## src/hdl/ustcd_pkg.sv

```systemverilog
`default_nettype none
// ----------------------------------------------------------------------------
// ustcd_pkg
// Shared types, constants and calendar helpers for the seconds-to-date block.
// ----------------------------------------------------------------------------
package ustcd_pkg;

    localparam int TS_W  = 32;  // input timestamp width
    localparam int DAY_W = 16;  // day number width (at most 49710)
    localparam int TOD_W = 17;  // second of the day, below 86400
    localparam int SOH_W = 12;  // second of the hour, below 3600

    // 86400 = 2^7 * 675, 3600 = 2^4 * 225 and 60 = 2^2 * 15. Drop the power of
    // two by a shift, then divide by the odd part with a reciprocal multiply
    // that is exact over the whole operand range of each stage.
    localparam logic [25:0] DAY_RECIP  = 26'd50903317;  // ceil(2^35 / 675)
    localparam logic [9:0]  DAY_ODD    = 10'd675;
    localparam logic [13:0] HOUR_RECIP = 14'd9321;      // ceil(2^21 / 225)
    localparam logic [7:0]  HOUR_ODD   = 8'd225;
    localparam logic [10:0] MIN_RECIP  = 11'd1093;      // ceil(2^14 / 15)
    localparam logic [3:0]  MIN_ODD    = 4'd15;

    localparam logic [11:0] EPOCH_YEAR       = 12'd1970;
    localparam logic [11:0] CENTURY_NON_LEAP = 12'd2100;
    localparam logic [11:0] YEAR_MAX         = 12'd2106;
    localparam logic [3:0]  LAST_MONTH       = 4'd11;
    localparam logic [2:0]  EPOCH_WEEKDAY    = 3'd4;  // 1970-01-01 was a Thursday

    typedef enum logic [3:0] {
        ST_IDLE,
        ST_DAY_QUO,
        ST_DAY_REM,
        ST_HOUR_QUO,
        ST_HOUR_REM,
        ST_MIN_QUO,
        ST_SAVE_TIME,
        ST_YEARS,
        ST_MONTHS,
        ST_FINISH
    } ctrl_state_t;

    typedef enum logic [3:0] {
        DP_NOP,
        DP_LOAD_TS,
        DP_DAY_QUO,
        DP_DAY_REM,
        DP_HOUR_QUO,
        DP_HOUR_REM,
        DP_MIN_QUO,
        DP_SAVE_TIME,
        DP_YEAR_STEP,
        DP_MONTH_STEP,
        DP_FINISH
    } dp_op_t;

    typedef struct packed {
        dp_op_t op;
    } dp_ctrl_t;

    typedef struct packed {
        logic year_done;   // remaining days fit inside the current year
        logic month_done;  // remaining days fit inside the current month, or it is the last month
    } dp_status_t;

    typedef struct packed {
        logic [2:0]  weekday;
        logic [11:0] year_val;
        logic [3:0]  month_index;
        logic [4:0]  day_index;
        logic [4:0]  hours_val;
        logic [5:0]  minutes_val;
        logic [5:0]  seconds_val;
    } result_t;

    // Within 1970..2106 the only century year that is not a leap year is 2100.
    function automatic logic is_leap(input logic [11:0] y);
        return (y[1:0] == 2'b00) && (y != CENTURY_NON_LEAP);
    endfunction

    function automatic logic [8:0] year_len(input logic [11:0] y);
        return is_leap(y) ? 9'd366 : 9'd365;
    endfunction

    function automatic logic [4:0] month_len(input logic [3:0] mon, input logic leap);
        logic [4:0] len;
        case (mon)
            4'd1:    len = leap ? 5'd29 : 5'd28;
            4'd3:    len = 5'd30;
            4'd5:    len = 5'd30;
            4'd8:    len = 5'd30;
            4'd10:   len = 5'd30;
            default: len = 5'd31;
        endcase
        return len;
    endfunction

    // Residue mod 7 of a small sum (at most 41).
    function automatic logic [2:0] mod7(input logic [5:0] v);
        logic [5:0] r;
        r = v;
        if (r >= 6'd35)
            r = r - 6'd35;
        else if (r >= 6'd28)
            r = r - 6'd28;
        else if (r >= 6'd21)
            r = r - 6'd21;
        else if (r >= 6'd14)
            r = r - 6'd14;
        else if (r >= 6'd7)
            r = r - 6'd7;
        if (r >= 6'd7)
            r = r - 6'd7;
        return r[2:0];
    endfunction

endpackage
`default_nettype wire

```

## src/hdl/ustcd_datapath.sv

```systemverilog
`default_nettype none
// ----------------------------------------------------------------------------
// ustcd_datapath
// Reciprocal-multiply split of the count, year and month walk, result register.
// ----------------------------------------------------------------------------
module ustcd_datapath (
    input  wire                      clk,
    input  wire                      rst_n,
    input  wire  [31:0]              ts,
    input  ustcd_pkg::dp_ctrl_t      ctrl,
    output ustcd_pkg::dp_status_t    status,
    output ustcd_pkg::result_t       result
);
    import ustcd_pkg::*;

    logic [TS_W-1:0]  ts_reg;
    logic [DAY_W-1:0] days_reg;
    logic [TOD_W-1:0] tod_reg;
    logic [SOH_W-1:0] soh_reg;
    logic [11:0]      year_reg;
    logic [3:0]       mon_reg;
    logic [2:0]       wday_reg;
    logic [4:0]       hours_reg;
    logic [5:0]       minutes_reg;
    logic [5:0]       seconds_reg;
    result_t          res_reg;

    logic [50:0]      day_prod;
    logic [25:0]      day_back;
    logic [24:0]      day_rem;
    logic [26:0]      hour_prod;
    logic [12:0]      hour_back;
    logic [12:0]      hour_rem;
    logic [20:0]      min_prod;
    logic [9:0]       min_back;
    logic [9:0]       min_rem;
    logic             leap;
    logic [8:0]       ylen;
    logic [4:0]       mlen;
    logic [4:0]       mlen_excess;

    // day number = (ts >> 7) / 675; multiply back for the remainder
    assign day_prod  = ts_reg[31:7] * DAY_RECIP;
    assign day_back  = days_reg * DAY_ODD;
    assign day_rem   = ts_reg[31:7] - day_back[24:0];

    // hour = (second of day >> 4) / 225
    assign hour_prod = tod_reg[16:4] * HOUR_RECIP;
    assign hour_back = hours_reg * HOUR_ODD;
    assign hour_rem  = tod_reg[16:4] - hour_back;

    // minute = (second of hour >> 2) / 15
    assign min_prod  = soh_reg[11:2] * MIN_RECIP;
    assign min_back  = minutes_reg * MIN_ODD;
    assign min_rem   = soh_reg[11:2] - min_back;

    assign leap        = is_leap(year_reg);
    assign ylen        = year_len(year_reg);
    assign mlen        = month_len(mon_reg, leap);
    assign mlen_excess = mlen - 5'd28;  // month length mod 7

    assign status.year_done  = (days_reg < {{(DAY_W-9){1'b0}}, ylen});
    assign status.month_done = (mon_reg == LAST_MONTH) ||
                               (days_reg < {{(DAY_W-5){1'b0}}, mlen});

    always_ff @(posedge clk)
    begin
        case (ctrl.op)
            DP_LOAD_TS:
            begin
                ts_reg <= ts;
            end
            DP_DAY_QUO:
            begin
                days_reg <= day_prod[50:35];
            end
            DP_DAY_REM:
            begin
                // put the shifted-out low bits back under the odd remainder
                tod_reg <= {day_rem[9:0], ts_reg[6:0]};
            end
            DP_HOUR_QUO:
            begin
                hours_reg <= hour_prod[25:21];
            end
            DP_HOUR_REM:
            begin
                soh_reg <= {hour_rem[7:0], tod_reg[3:0]};
            end
            DP_MIN_QUO:
            begin
                minutes_reg <= min_prod[19:14];
            end
            DP_SAVE_TIME:
            begin
                seconds_reg <= {min_rem[3:0], soh_reg[1:0]};
                year_reg    <= EPOCH_YEAR;
                mon_reg     <= '0;
                wday_reg    <= EPOCH_WEEKDAY;
            end
            DP_YEAR_STEP:
            begin
                days_reg <= days_reg - {{(DAY_W-9){1'b0}}, ylen};
                year_reg <= year_reg + 12'd1;
                wday_reg <= mod7({3'b000, wday_reg} + (leap ? 6'd2 : 6'd1));
            end
            DP_MONTH_STEP:
            begin
                days_reg <= days_reg - {{(DAY_W-5){1'b0}}, mlen};
                mon_reg  <= mon_reg + 4'd1;
                wday_reg <= mod7({3'b000, wday_reg} + {3'b000, mlen_excess[2:0]});
            end
            DP_FINISH:
            begin
                res_reg.seconds_val <= seconds_reg;
                res_reg.minutes_val <= minutes_reg;
                res_reg.hours_val   <= hours_reg;
                res_reg.day_index   <= days_reg[4:0];
                res_reg.month_index <= mon_reg;
                res_reg.year_val    <= year_reg;
                res_reg.weekday     <= mod7({3'b000, wday_reg} + {1'b0, days_reg[4:0]});
            end
            default:
            begin
            end
        endcase
    end

    assign result = res_reg;

    a_day_rem_range: assert property (@(posedge clk) disable iff (!rst_n)
        (ctrl.op == DP_DAY_REM) |-> (day_rem < {15'd0, DAY_ODD}))
        else $error("day remainder out of range");

    a_hours_range: assert property (@(posedge clk) disable iff (!rst_n)
        (ctrl.op == DP_HOUR_QUO) |-> (hour_prod[26:21] < 6'd24))
        else $error("hour quotient out of range");

    a_minutes_range: assert property (@(posedge clk) disable iff (!rst_n)
        (ctrl.op == DP_MIN_QUO) |-> (min_prod[20:14] < 7'd60))
        else $error("minute quotient out of range");

    a_days_fit_month: assert property (@(posedge clk) disable iff (!rst_n)
        (ctrl.op == DP_FINISH) |-> (days_reg < {{(DAY_W-5){1'b0}}, mlen}))
        else $error("remaining days exceed the month at finish");

    a_year_range: assert property (@(posedge clk) disable iff (!rst_n)
        (ctrl.op == DP_YEAR_STEP) |-> (year_reg < YEAR_MAX))
        else $error("year walk ran past the last reachable year");

endmodule
`default_nettype wire

```

## src/hdl/ustcd_ctrl.sv

```systemverilog
`default_nettype none
// ----------------------------------------------------------------------------
// ustcd_ctrl
// Sequencer: day, hour and minute split, year and month walk, output handshake.
// ----------------------------------------------------------------------------
module ustcd_ctrl (
    input  wire                      clk,
    input  wire                      rst_n,
    input  wire                      s_tvalid,
    output logic                     s_tready,
    output logic                     m_tvalid,
    input  wire                      m_tready,
    input  ustcd_pkg::dp_status_t    status,
    output ustcd_pkg::dp_ctrl_t      ctrl
);
    import ustcd_pkg::*;

    ctrl_state_t      state_reg, state_next;
    logic             out_valid_reg, out_valid_next;

    always_ff @(posedge clk or negedge rst_n)
    begin
        if (!rst_n)
        begin
            state_reg     <= ST_IDLE;
            out_valid_reg <= 1'b0;
        end
        else
        begin
            state_reg     <= state_next;
            out_valid_reg <= out_valid_next;
        end
    end

    always_comb
    begin
        state_next     = state_reg;
        ctrl.op        = DP_NOP;
        out_valid_next = out_valid_reg && !m_tready;
        case (state_reg)
            ST_IDLE:
            begin
                if (s_tvalid)
                begin
                    ctrl.op    = DP_LOAD_TS;
                    state_next = ST_DAY_QUO;
                end
            end
            ST_DAY_QUO:
            begin
                ctrl.op    = DP_DAY_QUO;
                state_next = ST_DAY_REM;
            end
            ST_DAY_REM:
            begin
                ctrl.op    = DP_DAY_REM;
                state_next = ST_HOUR_QUO;
            end
            ST_HOUR_QUO:
            begin
                ctrl.op    = DP_HOUR_QUO;
                state_next = ST_HOUR_REM;
            end
            ST_HOUR_REM:
            begin
                ctrl.op    = DP_HOUR_REM;
                state_next = ST_MIN_QUO;
            end
            ST_MIN_QUO:
            begin
                ctrl.op    = DP_MIN_QUO;
                state_next = ST_SAVE_TIME;
            end
            ST_SAVE_TIME:
            begin
                ctrl.op    = DP_SAVE_TIME;
                state_next = ST_YEARS;
            end
            ST_YEARS:
            begin
                if (status.year_done)
                    state_next = ST_MONTHS;
                else
                    ctrl.op = DP_YEAR_STEP;
            end
            ST_MONTHS:
            begin
                if (status.month_done)
                    state_next = ST_FINISH;
                else
                    ctrl.op = DP_MONTH_STEP;
            end
            ST_FINISH:
            begin
                // hold until the output register is free or being drained
                if (!out_valid_reg || m_tready)
                begin
                    ctrl.op        = DP_FINISH;
                    out_valid_next = 1'b1;
                    state_next     = ST_IDLE;
                end
            end
            default:
            begin
                state_next = ST_IDLE;
            end
        endcase
    end

    assign s_tready = (state_reg == ST_IDLE);
    assign m_tvalid = out_valid_reg;

    a_no_overwrite: assert property (@(posedge clk) disable iff (!rst_n)
        (ctrl.op == DP_FINISH) |-> (!out_valid_reg || m_tready))
        else $error("result register overwritten while a word waits");

    a_start_split: assert property (@(posedge clk) disable iff (!rst_n)
        (s_tvalid && s_tready) |=> (state_reg == ST_DAY_QUO))
        else $error("accepted word did not start the day split");

    a_drain: assert property (@(posedge clk) disable iff (!rst_n)
        (m_tvalid && m_tready && state_reg != ST_FINISH) |=> !m_tvalid)
        else $error("output valid stayed high after a drain with no new result");

endmodule
`default_nettype wire

```

## src/hdl/unix_seconds_to_calendar_date.sv

```systemverilog
`default_nettype none
// ----------------------------------------------------------------------------
// unix_seconds_to_calendar_date
// Converts seconds since 1970-01-01 00:00:00 UTC into the broken-down date.
// ----------------------------------------------------------------------------
// Usage:
//   Slave channel (s_t*) takes one 32-bit word: unsigned seconds since the
//   epoch. Master channel (m_t*) returns one word per input: second, minute,
//   hour, zero-based day and month, full year and weekday (0 is Sunday).
//   One word is in work at a time; s_tready is high only while idle.
//   After a word is accepted, five steps of reciprocal multiply and
//   multiply-back split the count by day, hour and minute; one step takes
//   the seconds and seeds the walk; then the year walk strips whole years
//   since 1970 (0..136), the month walk strips months (0..11) and a last
//   step captures the result. The last reachable date is in February 2106.
//   A new word can be taken in the cycle after the previous result is
//   posted.
//   The result sits in its own output register, so the next word is
//   accepted and worked on while m_tready is low; only the final capture
//   waits until the held word has been taken.
//   Reset (rst_n low, asynchronous) returns the sequencer to idle and drops
//   any pending output word.
// ----------------------------------------------------------------------------
module unix_seconds_to_calendar_date (
    input  wire         clk,
    input  wire         rst_n,
    input  wire         s_tvalid,
    output logic        s_tready,
    input  wire  [31:0] s_tdata,   // [31:0] unix_seconds
    output logic        m_tvalid,
    input  wire         m_tready,
    output logic [47:0] m_tdata    // [5:0] seconds_val, [11:6] minutes_val,
                                   // [16:12] hours_val, [21:17] day_index,
                                   // [25:22] month_index, [37:26] year_val,
                                   // [40:38] weekday, [47:41] zero
);
    import ustcd_pkg::*;

    dp_ctrl_t   ctrl;
    dp_status_t status;
    result_t    result;

    // sequencer: steps through the time split and the calendar walk
    ustcd_ctrl u_ctrl (
        .clk      (clk),
        .rst_n    (rst_n),
        .s_tvalid (s_tvalid),
        .s_tready (s_tready),
        .m_tvalid (m_tvalid),
        .m_tready (m_tready),
        .status   (status),
        .ctrl     (ctrl)
    );

    // datapath: reciprocal multipliers, year and month subtractors, result register
    ustcd_datapath u_datapath (
        .clk    (clk),
        .rst_n  (rst_n),
        .ts     (s_tdata),
        .ctrl   (ctrl),
        .status (status),
        .result (result)
    );

    // pack the result word, seconds in the lowest bits
    assign m_tdata = {7'b0000000,
                      result.weekday,
                      result.year_val,
                      result.month_index,
                      result.day_index,
                      result.hours_val,
                      result.minutes_val,
                      result.seconds_val};

endmodule
`default_nettype wire

```

## config.mk

```make
export PLATFORM = sky130hd
export DESIGN_NAME = unix_seconds_to_calendar_date
export DESIGN_NICKNAME = d
export VERILOG_FILES = /design/src/hdl/ustcd_pkg.sv /design/src/hdl/ustcd_datapath.sv /design/src/hdl/ustcd_ctrl.sv /design/src/hdl/unix_seconds_to_calendar_date.sv
export SDC_FILE = /design/constraint.sdc
export NUM_CORES = 1
export LEC_CHECK = 0
export BUFFER_PORTS_ARGS = -buffer_cell sky130_fd_sc_hd__buf_2
export CAP_MARGIN = 15
export CORE_MARGIN = 10
export CORE_UTILIZATION = 55
export DETAILED_ROUTE_END_ITERATION = 8
export GPL_ROUTABILITY_DRIVEN = 0
export PLACE_DENSITY = 0.72
export SETUP_SLACK_MARGIN = 0.5
export SKIP_LAST_GASP = 1
export SYNTH_ARGS = -nofsm -noshare
export SYNTH_HDL_FRONTEND = slang
export SYNTH_HIERARCHICAL = 1
export SYNTH_SLANG_ARGS = --single-unit
```

## constraint.sdc

```tcl
create_clock -name clk -period 13.6 [get_ports clk]
set_input_delay 1.36 -clock clk [delete_from_list [all_inputs] [get_ports clk]]
set_output_delay 1.36 -clock clk [all_outputs]
set_load 0.1 [all_outputs]
```

---- Yosys cells after proc, flatten, opt, wreduce, memory -nomap -nowiden ----
Cells that the tools add are included.
word-level totals
  bits of input ports ..................... 36
  logic and storage cells ................. 159
  register bits ........................... 159
  output and inout bits ................... 50
cells by class
  equality and inequality tests ........... 30
  reduce and logical (&&, ||, !) cells .... 14
  $lt $le $gt $ge ......................... 20
  $add $sub $neg .......................... 29
  multiplexer cells ....................... 41
  multiply operators ...................... 6
operator list
  cell                    number
  $mux 6                  18
  $pmux 4 s10             2
  $mul 25x26->51 const B  1
  $pmux 16 s3             1
  $eq 4x3->1 const B      9
  $ge 6x3->1 const B      6
  $ge 6x5->1 const B      6
  $sub 6x5->6 const B     6
  $eq 4x4->1 const B      8
  $mux 4                  7
  $mul 13x14->26 const B  1
  $pmux 12 s2             1
  $eq 4x2->1 const B      5
  $mul 10x11->20 const B  1
  $ge 6x4->1 const B      3
  $ge 6x6->1 const B      3
  $sub 6x3->6 const B     3
  $sub 6x4->6 const B     3
  $sub 6x6->6 const B     3
  $lt 16x5->1             1
  $lt 16x9->1             1
  $mul 16x10->10 const B  1
  $sub 16x5->16           1
  $sub 16x9->16           1
  30 further kinds        48

---- Depth between registers and ports, before layout ----
Gate-level depths: netlist of the first run.
  depth after elaboration ................. 16
  mapped depth ............................ 25
  gate-level depth less buffers ........... 25

---- Hierarchy ----
The synthesis of the first run kept the hierarchy.
modules (own cells, without submodules)
  module                         seq. area each (sq um)  cells each  area an instance (sq um)  times used
  ustcd_datapath                 4624.4                  2095        22079.9                   1
  ustcd_ctrl                     125.1                   46          404.1                     1
  unix_seconds_to_calendar_date  0.0                     8           56.3                      1

---- Least setup slack after synthesis of the first run ----
OpenSTA, ideal clock, no wires.
  path type ............................... reg-to-reg
  start point ............................. register u_datapath.ts_reg[26]
  end point ............................... register u_datapath.days_reg[15] (data pin)
  path buffers ............................ 0
  setup slack ............................. 7231 ps
  data required time ...................... 13345 ps
  stages on the path, launching flop included .. 22
  arrival ................................. 6114 ps
  period minus slack after synthesis ...... 6369 ps
  path through ............................ edfxtp_1 > fa_1 > ha_1 > inv_1 > fa_1 > fa_1 > inv_1 > fa_1 > inv_1 > fa_1 > inv_1 > fa_1 > ha_1 > and4_1 > and4_1 > a2bb2oi_2 > a311oi_1 > a21oi_2 > o21ai_2 > o211a_1 > or3_1 > a31o_1
on the way
  cells in the longest elaborated chain, start to end .. 2
RTL lines
  item                    RTL line               RTL
  start, declared         ustcd_datapath.sv:16   logic [TS_W-1:0] ts_reg;
  start signal, assigned  ustcd_datapath.sv:71   ts_reg <= ts;
  $mul 25x26->51          ustcd_datapath.sv:43   assign day_prod = ts_reg[31:7] * DAY_RECIP;
  $pmux 16 s3             ustcd_datapath.sv:68   case (ctrl.op)
  end signal, assigned    ustcd_datapath.sv:75   days_reg <= day_prod[50:35];
  end signal, assigned    ustcd_datapath.sv:103  days_reg <= days_reg - {{(DAY_W-9){1'b0}}, ylen};
  end signal, assigned    ustcd_datapath.sv:109  days_reg <= days_reg - {{(DAY_W-5){1'b0}}, mlen};
  end, declared           ustcd_datapath.sv:17   logic [DAY_W-1:0] days_reg;
No other way between the ends.
A chain may end at the register's enable or synchronous reset.

---- Worst setup path in the final report of the first run ----
  start point ............................. register u_datapath.ts_reg[10]
  end point ............................... register u_datapath.days_reg[15] (data pin)
Same word-level chain as after synthesis.

==> metrics.txt, run 1 <==
pin count of the biggest net entering global routing 42; max_slew headroom 32.6%; Hold/Removal Path Class register to register; minimum clock period 6.96 ns; status complete, no violations; core area 40600 sq um; Critical Path AT 7.16 ns; final wirelength 52400 microns; hold endpoint u_datapath/result[0]$_DFFE_PN_; vias in the first global route 16253; hold buffers post-CTS 0; First DRT Iteration DRCs 941; Final Cycle Share 51.2%; Post-Place Worst Slack 6.64 ns; CTS clk-pin slew, worst paths 0.07 ns; IO Pins 86; layout cell share with drive strength beyond 1 7.57%; wire length per cell 18.9 microns; crit path max fanout 13; yosys warns 6; Detail Route Antenna Nets 0; syn_area_per_cell 10.5 sq um; cts repair resizes 0; worst reg2reg setup slack 6.64 ns; #FFs+latches synth 159; RSZ-0062 raised after global routing false; P&R area growth vs syn 7.30%; mean number of vias per cell 5.51; commonest non-fill, non-tap cell in the layout inv_1; GR Overflow Total 0; Highest Clock Rate 0.144 GHz; largest cells by area after synthesis ha_1, fa_1, edfxtp_1, inv_1, xnor2_1; Die X 222 microns; Hold Slack 0.421 ns; CP Launch Point u_datapath/ts_reg[10]$_DFFE_PN_; HP Start u_datapath/seconds_reg[0]$_DFFE_PP_; Sink Count 159; postcts setup bufs 0; Reg2Reg Launch Point u_datapath/ts_reg[10]$_DFFE_PN_; # rows 74; Clock Skews 0.0204 ns; leading cell types in the layout, fill and taps excluded inv_1, ha_1, fa_1; first-pass GRT wire length 86500 microns; Max-Cap Viols 0; Tot GR Track Use 21.8%; design area 24200 sq um; Post-synth EDFFs 154; capture point of the worst reg-to-reg path u_datapath/days_reg[15]$_DFFE_PP_; Slew @ Worst Pin 1.00 ns; port buffer count 78; asr flop ratio synth 3.14%; setup TNS 0 ns; die area 49500 sq um; DP Area 23500 sq um; H-tree lvl count 4; Final setup viols 0; die height 222 microns; Setup Crit Path Kind register to register; Slew Viols, Final 0; top cell type's share of synthesized area 28.1%; initial antenna violation count 0; leading area contributor after synthesis ha_1; CP required 13.80 ns; hold path cells 0; Antenna Cells 0; Cell Area, Synth 22500 sq um; Root Buffer clkbuf_16; CP Launch Type register; worst r2r path cells 18; part of the Yosys area used for sequential elements 21.1%; CTS tree built; vias after detailed routing 15302; Longest Clk Path Bufs 2; Skew-Pair Late Insertion Delay 0.46 ns; TritonCTS Buffers 17; post-synthesis instance total 2149; kind of end point of the critical path register; Pre-antenna DRT Iters 5; Final HPWL DP 44200 microns; post-synthesis cell type count 96; post-route DRC violation count 0; Most used DFF post-synth edfxtp_1; max reg flops 41; final count of hold timing violations 0; Starting Density 55.5%; nets 3018; worst setup margin 6.64 ns
[synthesized netlist by cell type, types with 5 or more instances]
cell,count
o31ai_1,5
nor3_1,18
mux2i_1,9
inv_1,532
a21oi_1,77
and3_1,8
o21ai_0,48
o221ai_1,7
o21ai_1,8
nor2_1,77
nand3_1,12
clkbuf_1,13
a31oi_1,11
ha_1,507
or2_2,7
a21o_1,25
xnor2_1,58
dfrtp_1,5
nand2_1,77
edfxtp_1,154
o211ai_1,8
fa_1,242
nand3b_1,5
or3_1,8
nand2b_1,14
o2111ai_1,5
o22ai_1,12
a211oi_1,7
o21a_1,8
buf_4,8
nor3b_1,5
xor2_1,31
nor2b_1,11
and2_1,6
nand4_1,14
[critical path: stages, from the launching register on]
cell and delay (ns):
edfxtp_1 0.91, inv_1 0.40, fa_1 0.65, fa_1 0.45, fa_1 0.51, inv_1 0.04, ha_1 0.32, fa_1 0.51
fa_1 0.49, ha_1 0.32, a21oi_1 0.22, o21ai_0 0.15, a221oi_2 0.31, nand4_1 0.17, a21oi_2 0.33, o21ai_2 0.16
o211a_1 0.25, or3_1 0.30, a31o_1 0.22
[logic make-up after synthesis]
family | after synthesis | share of synthesized area (%)
mux | 16 | 0.833
flops | 159 | 21.1
other cells | 1 | 0.0166
xor+xnor | 90 | 3.53
simple gates | 285 | 6.42
compound gates | 287 | 8.88
fa+ha+maj | 749 | 49.6
buf+inv | 562 | 9.61
[final cells by class]
class	instances	area, sq um
well taps	532	666
flip-flops and latches	159	4750
repair buffers	87	482
multi-input cells	1434	15700
inverters	534	2000
fillers	3312	16500
clock inverters	15	195
clock buffers	17	425
[how the worst max path moves through the flow]
stage | endpoint | cells past startpoint
after CTS | u_datapath/days_reg[15]$_DFFE_PP_ | 18
after global placement | u_datapath/days_reg[15]$_DFFE_PP_ | 18
final | u_datapath/days_reg[15]$_DFFE_PP_ | 18
after floorplan | u_datapath/days_reg[15]$_DFFE_PP_ | 21
after detailed placement | u_datapath/days_reg[15]$_DFFE_PP_ | 18
after global routing | u_datapath/days_reg[15]$_DFFE_PP_ | 18
[stage by stage]
stage	utilization, %	std cells
final	59.5	2778
after global routing	59.5	2778
after CTS	59.4	2776
after detailed placement	57.9	2744
after global placement	57.9	2744
after floorplan	-	2155
[metal layers]
layer	global-route usage (%)	vias to the layer above	share of wire (%)
met5	0	-	0
met4	6.17	0	2.6
met3	4.65	84	5.0
met2	37.9	405	50
met1	26.7	7525	43
li1	-	7288	-
Power of run 1 is left out: the tool's default activity adds up to more than one toggle a clock period on the data nets, which glitch-free logic cannot reach.
==> inputs of run 2 (changes only) <==
==> constraint.sdc (replaced) <==
create_clock -name clk -period 6.4 [get_ports clk]
set_input_delay 0.64 -clock clk [delete_from_list [all_inputs] [get_ports clk]]
set_output_delay 0.64 -clock clk [all_outputs]
set_load 0.1 [all_outputs]
==> run 2 against run 1 <==
Non-clock buffer count up 129. Clock-buffer cell count did not move. Core utilization up 4.1 points. Final cell count rose by 4.7%. Hold slack got worse by 0.10 ns. Global-route usage up 0.17 points. Sequential cell count unchanged. Critical path depth rose by 4. Critical path type unchanged. Critical endpoint unchanged. Highest routed layer unchanged.
==> metrics.txt, run 2 (synthesized netlist as in run 1, its figures left out) <==
Pre-antenna DRT Iters 5; Slew Viols, Final 0; Clock Skews 0.0342 ns; minimum clock period 6.30 ns; core area 40600 sq um; Detail Route Antenna Nets 0; Reg2Reg Launch Point u_datapath/ts_reg[14]$_DFFE_PN_; First DRT Iteration DRCs 808; gr busiest metal met2; final wirelength 53900 microns; capture point of the worst reg-to-reg path u_datapath/days_reg[15]$_DFFE_PP_; hold path cells 1; GR Util met2 38.8%; GR Overflow Total 0; first-pass GRT wire length 87600 microns; placed cells 2827; Critical Path AT 6.53 ns; final count of hold timing violations 0; vias after detailed routing 15872; Tot GR Track Use 22.0%; RSZ-0062 raised after global routing true; CTS tree built; IO Pins 86; Slew @ Worst Pin 0.789 ns; crit path max fanout 4; worst setup margin 0.102 ns; P&R area growth vs syn 14.8%; Sink Count 159; CTS clk-pin slew, worst paths 0.10 ns; Post-Place Worst Slack -0.0621 ns; Post-Layout Cell Count 2909; commonest non-fill, non-tap cell in the layout inv_1; CP Launch Type register; Finished Core Util 63.6%; Starting Density 55.5%; Final Cycle Share 98.4%; nets 3148; worst r2r path cells 22; CP delay by family, top adder cells; Max-Cap Viols 0; critical path cell sequence buf_4 > ha_2 > inv_2 > fa_1 > fa_1 > inv_1 > fa_1 > inv_1 > fa_1 > fa_1 > fa_1 > inv_1 > ha_4 > and4_1 > and4_4 > a2bb2oi_4 > nand4_1 > a21oi_4 > o21ai_2 > o211a_1 > or3_1 > a31o_1; Final setup viols 0; layout cell share with drive strength beyond 1 16.7%; met3 usage 3.58%; port buffer count 78; max reg flops 41; CP required 6.63 ns; Hold/Removal Path Class primary input to register; initial antenna violation count 0; pin count of the biggest net entering global routing 33; max_slew headroom 47.4%; # rows 74; H-tree lvl count 4; hold endpoint u_datapath/ts_reg[11]$_DFFE_PN_; leading cell types in the layout, fill and taps excluded inv_1, ha_1, fa_1; Setup Crit Path Kind register to register; Highest Clock Rate 0.159 GHz; status complete, no violations; Root Buffer clkbuf_16; HP Start s_tdata[11]; vias in the first global route 17125; post-route DRC violation count 0; most frequent cell on the critical path fa_1; CP bufs+invs 5; setup TNS 0 ns; die area 49500 sq um; die height 222 microns; Max stage delay on crit path 0.57 ns; wire length per cell 18.5 microns; mean number of vias per cell 5.46; Longest Clk Path Bufs 2; kind of end point of the critical path register; routing usage on met1 26.5%; worst reg2reg setup slack 0.10 ns; Die X 222 microns; Final HPWL DP 43800 microns; Worst path slowest cell fa_1; Skew-Pair Late Insertion Delay 0.49 ns; TritonCTS Buffers 17
## run 2: worst reg2reg max path, cell delays in order, from the launching register on
cell and delay, ns:
edfxtp_1 0.44, buf_4 0.17, ha_2 0.17, inv_2 0.06, fa_1 0.43, fa_1 0.51
inv_1 0.07, fa_1 0.50, inv_1 0.05, fa_1 0.57, fa_1 0.45, fa_1 0.49
inv_1 0.06, ha_4 0.25, and4_1 0.21, and4_4 0.16, a2bb2oi_4 0.19, nand4_1 0.17
a21oi_4 0.24, o21ai_2 0.10, o211a_1 0.22, or3_1 0.31, a31o_1 0.22
## run 2: timing repair
item | CTS | global route
endpoints found under the setup margin | 16 | 44
endpoints found under the hold margin | 5 | 0
pin swaps | 88 | 41
setup buffers | 31 | 16
resized for setup | 84 | 50
cloned | 0 | 1
hold buffers | 1 | 0
## run 2: worst max-delay path by stage
stage,start,slack [ns],endpoint,cells past startpoint
detailed placement,u_datapath/ts_reg[27]$_DFFE_PN_,-0.06,u_datapath/days_reg[13]$_DFFE_PP_,22
global route,u_datapath/ts_reg[24]$_DFFE_PN_,-0.11,u_datapath/days_reg[15]$_DFFE_PP_,25
CTS,u_datapath/ts_reg[28]$_DFFE_PN_,0.18,u_datapath/days_reg[13]$_DFFE_PP_,21
floorplan,u_datapath/ts_reg[24]$_DFFE_PN_,0.13,u_datapath/days_reg[15]$_DFFE_PP_,19
finish,u_datapath/ts_reg[14]$_DFFE_PN_,0.10,u_datapath/days_reg[15]$_DFFE_PP_,22
global placement,u_datapath/ts_reg[27]$_DFFE_PN_,0.03,u_datapath/days_reg[13]$_DFFE_PP_,21
## run 2: cell type report
cell class	count	area, sq um
clock inverter	15	189
timing repair buffer	216	1490
tap	532	666
clock buffer	17	425
fill	3075	14800
antenna	1	2.50
inverter	534	2000
sequential	159	4750
multi-input combinational	1435	16300
## run 2: routing by layer
metal	routed length, microns	part of all wire, %
met1	22100	41
met2	27200	50
met3	2870	5.3
met4	1670	3.1
met5	0	0
## run 2: per-stage QoR
stage | hold slack (ns) | instance area [sq um]
3_5_place_dp | 0.405 | 24200
4_1_cts | 0.302 | 25500
2_1_floorplan | 0.344 | 22600
3_3_place_gp | 0.401 | 24200
6_report | 0.321 | 25900
5_1_grt | 0.307 | 25900
Power of run 2 is left out for the same reason.
==> inputs of run 3 (changes only) <==
==> constraint.sdc (replaced) <==
create_clock -name clk -period 7.2 [get_ports clk]
set_input_delay 0.72 -clock clk [delete_from_list [all_inputs] [get_ports clk]]
set_output_delay 0.72 -clock clk [all_outputs]
set_load 0.1 [all_outputs]
==> run 3 against run 2 <==
Via count decreased by 0.62%. Design area decreased by 3.6%. Sequential share of layout area increased by 0.69 points. Register-to-register slack improved by 0.58 ns. Worst setup slack improved by 0.58 ns. Fmax decreased by 3.3%. Sequential cell count unchanged. Clock skew decreased by 0.015 ns. Routed wire length increased by 0.61%. Critical path depth decreased by 1. Final cell count decreased by 2.2%. First-iteration DRC count increased by 14%. Critical path type unchanged. Highest routed layer unchanged.
==> metrics.txt, run 3 (synthesized netlist as in run 1, its figures left out) <==
status complete, no violations; die height 222 microns; Skew-Pair Late Insertion Delay 0.47 ns; Sink Count 159; max_slew headroom 28.5%; Max-Cap Viols 0; core area 40600 sq um; GR Overflow Total 0; Multi-input gate area 15900 sq um; TritonCTS Buffers 17; First DRT Iteration DRCs 923; crit path max fanout 6; fillcell total 3194; RSZ-0062 raised after global routing false; Final setup viols 0; wire length per cell 19.1 microns; Final HPWL DP 44500 microns; Setup Crit Path Kind register to register; first-pass GRT wire length 86300 microns; Clock Skews 0.0190 ns; pin count of the biggest net entering global routing 33; Hold/Removal Path Class primary input to async pin; Slew @ Worst Pin 1.07 ns; Detail Route Antenna Nets 0; layout cell share with drive strength beyond 1 11.5%; P&R area growth vs syn 10.6%; Antenna Cells 0; post-route DRC violation count 0; H-tree lvl count 4; register area 4750 sq um; Tot GR Track Use 21.7%; vias in the first global route 16614; Pre-antenna DRT Iters 5; vias after detailed routing 15773; mean number of vias per cell 5.54; CP Launch Type register; Critical Path AT 6.72 ns; minimum clock period 6.51 ns; setup TNS 0 ns; final count of hold timing violations 0; port buffer count 78; Final Cycle Share 90.5%; kind of end point of the critical path register; Starting Density 55.5%; die area 49500 sq um; CP required 7.41 ns; # rows 74; Highest Clock Rate 0.154 GHz; CTS tree built; capture point of the worst reg-to-reg path u_datapath/days_reg[15]$_DFFE_PP_; Slew Viols, Final 0; max reg flops 41; Longest Clk Path Bufs 2; Root Buffer clkbuf_16; initial antenna violation count 0; CTS clk-pin slew, worst paths 0.08 ns; worst r2r path cells 21; IO Pins 86; worst reg2reg setup slack 0.69 ns; final wirelength 54200 microns; Die X 222 microns; commonest non-fill, non-tap cell in the layout inv_1; nets 3085; leading cell types in the layout, fill and taps excluded inv_1, ha_1, fa_1; Reg2Reg Launch Point u_datapath/ts_reg[17]$_DFFE_PN_
run 3: worst max-delay path, cell delays in order, from the launching register on:
cell,delay [ns]
edfxtp_1,0.62
fa_1,0.50
ha_1,0.28
inv_1,0.05
fa_1,0.51
inv_1,0.06
fa_1,0.49
inv_1,0.06
fa_1,0.55
fa_1,0.44
fa_1,0.54
inv_1,0.06
ha_4,0.25
and4_1,0.19
and4_1,0.20
a2bb2oi_2,0.18
nand4_1,0.14
a21oi_2,0.25
o21ai_2,0.11
o211a_1,0.23
or3_1,0.31
a31o_1,0.22
run 3: how the worst max path moves through the flow:
stage,from,to,slack (ns),depth (start not counted)
floorplan,u_datapath/ts_reg[26]$_DFFE_PN_,u_datapath/days_reg[15]$_DFFE_PP_,0.83,21
global placement,u_datapath/ts_reg[26]$_DFFE_PN_,u_datapath/days_reg[13]$_DFFE_PP_,0.65,21
detailed placement,u_datapath/ts_reg[26]$_DFFE_PN_,u_datapath/days_reg[15]$_DFFE_PP_,0.57,21
CTS,u_datapath/ts_reg[26]$_DFFE_PN_,u_datapath/days_reg[15]$_DFFE_PP_,0.54,21
global route,u_datapath/ts_reg[31]$_DFFE_PN_,u_datapath/days_reg[13]$_DFFE_PP_,0.45,22
finish,u_datapath/ts_reg[17]$_DFFE_PN_,u_datapath/days_reg[15]$_DFFE_PP_,0.69,21
run 3: layout make-up:
cell class              instances  area share (%)
clock buffers                  17            1.71
clock inverters                15           0.843
inverters                     534            8.06
multi-input cells            1434            63.8
flip-flops and latches        159            19.1
well taps                     532            2.67
repair buffers                154            3.90
run 3: what timing repair did:
action / 4_1_cts / 5_1_grt
resized for setup: 0 / 37
setup buffers: 0 / 56
setup endpoints to repair: 0 / 13
hold buffers: 0 / 0
run 3: per-layer routing:
| layer | up-vias | part of all wire (%) | GRT usage [%] |
|---|---|---|---|
| met5 | - | 0 | 0 |
| met2 | 456 | 51 | 38.8 |
| met4 | 0 | 2.6 | 6.50 |
| met1 | 7806 | 41 | 26.1 |
| met3 | 98 | 5.2 | 3.94 |
| li1 | 7413 | - | - |
run 3: stage by stage:
stage                     area (sq um)  hold WS [ns]  cells  worst slack [ns]  util (%)
after floorplan                  22600         0.400   2155             0.831         -
after global placement           23600         0.402   2757             0.653      58.1
after detailed placement         23600         0.406   2757             0.569      58.1
after CTS                        24300        0.0362   2789             0.538      59.7
after global routing             24900        0.0400   2845             0.447      61.3
final                            24900        0.0619   2845             0.687      61.3
Power of run 3 is left out for the same reason.
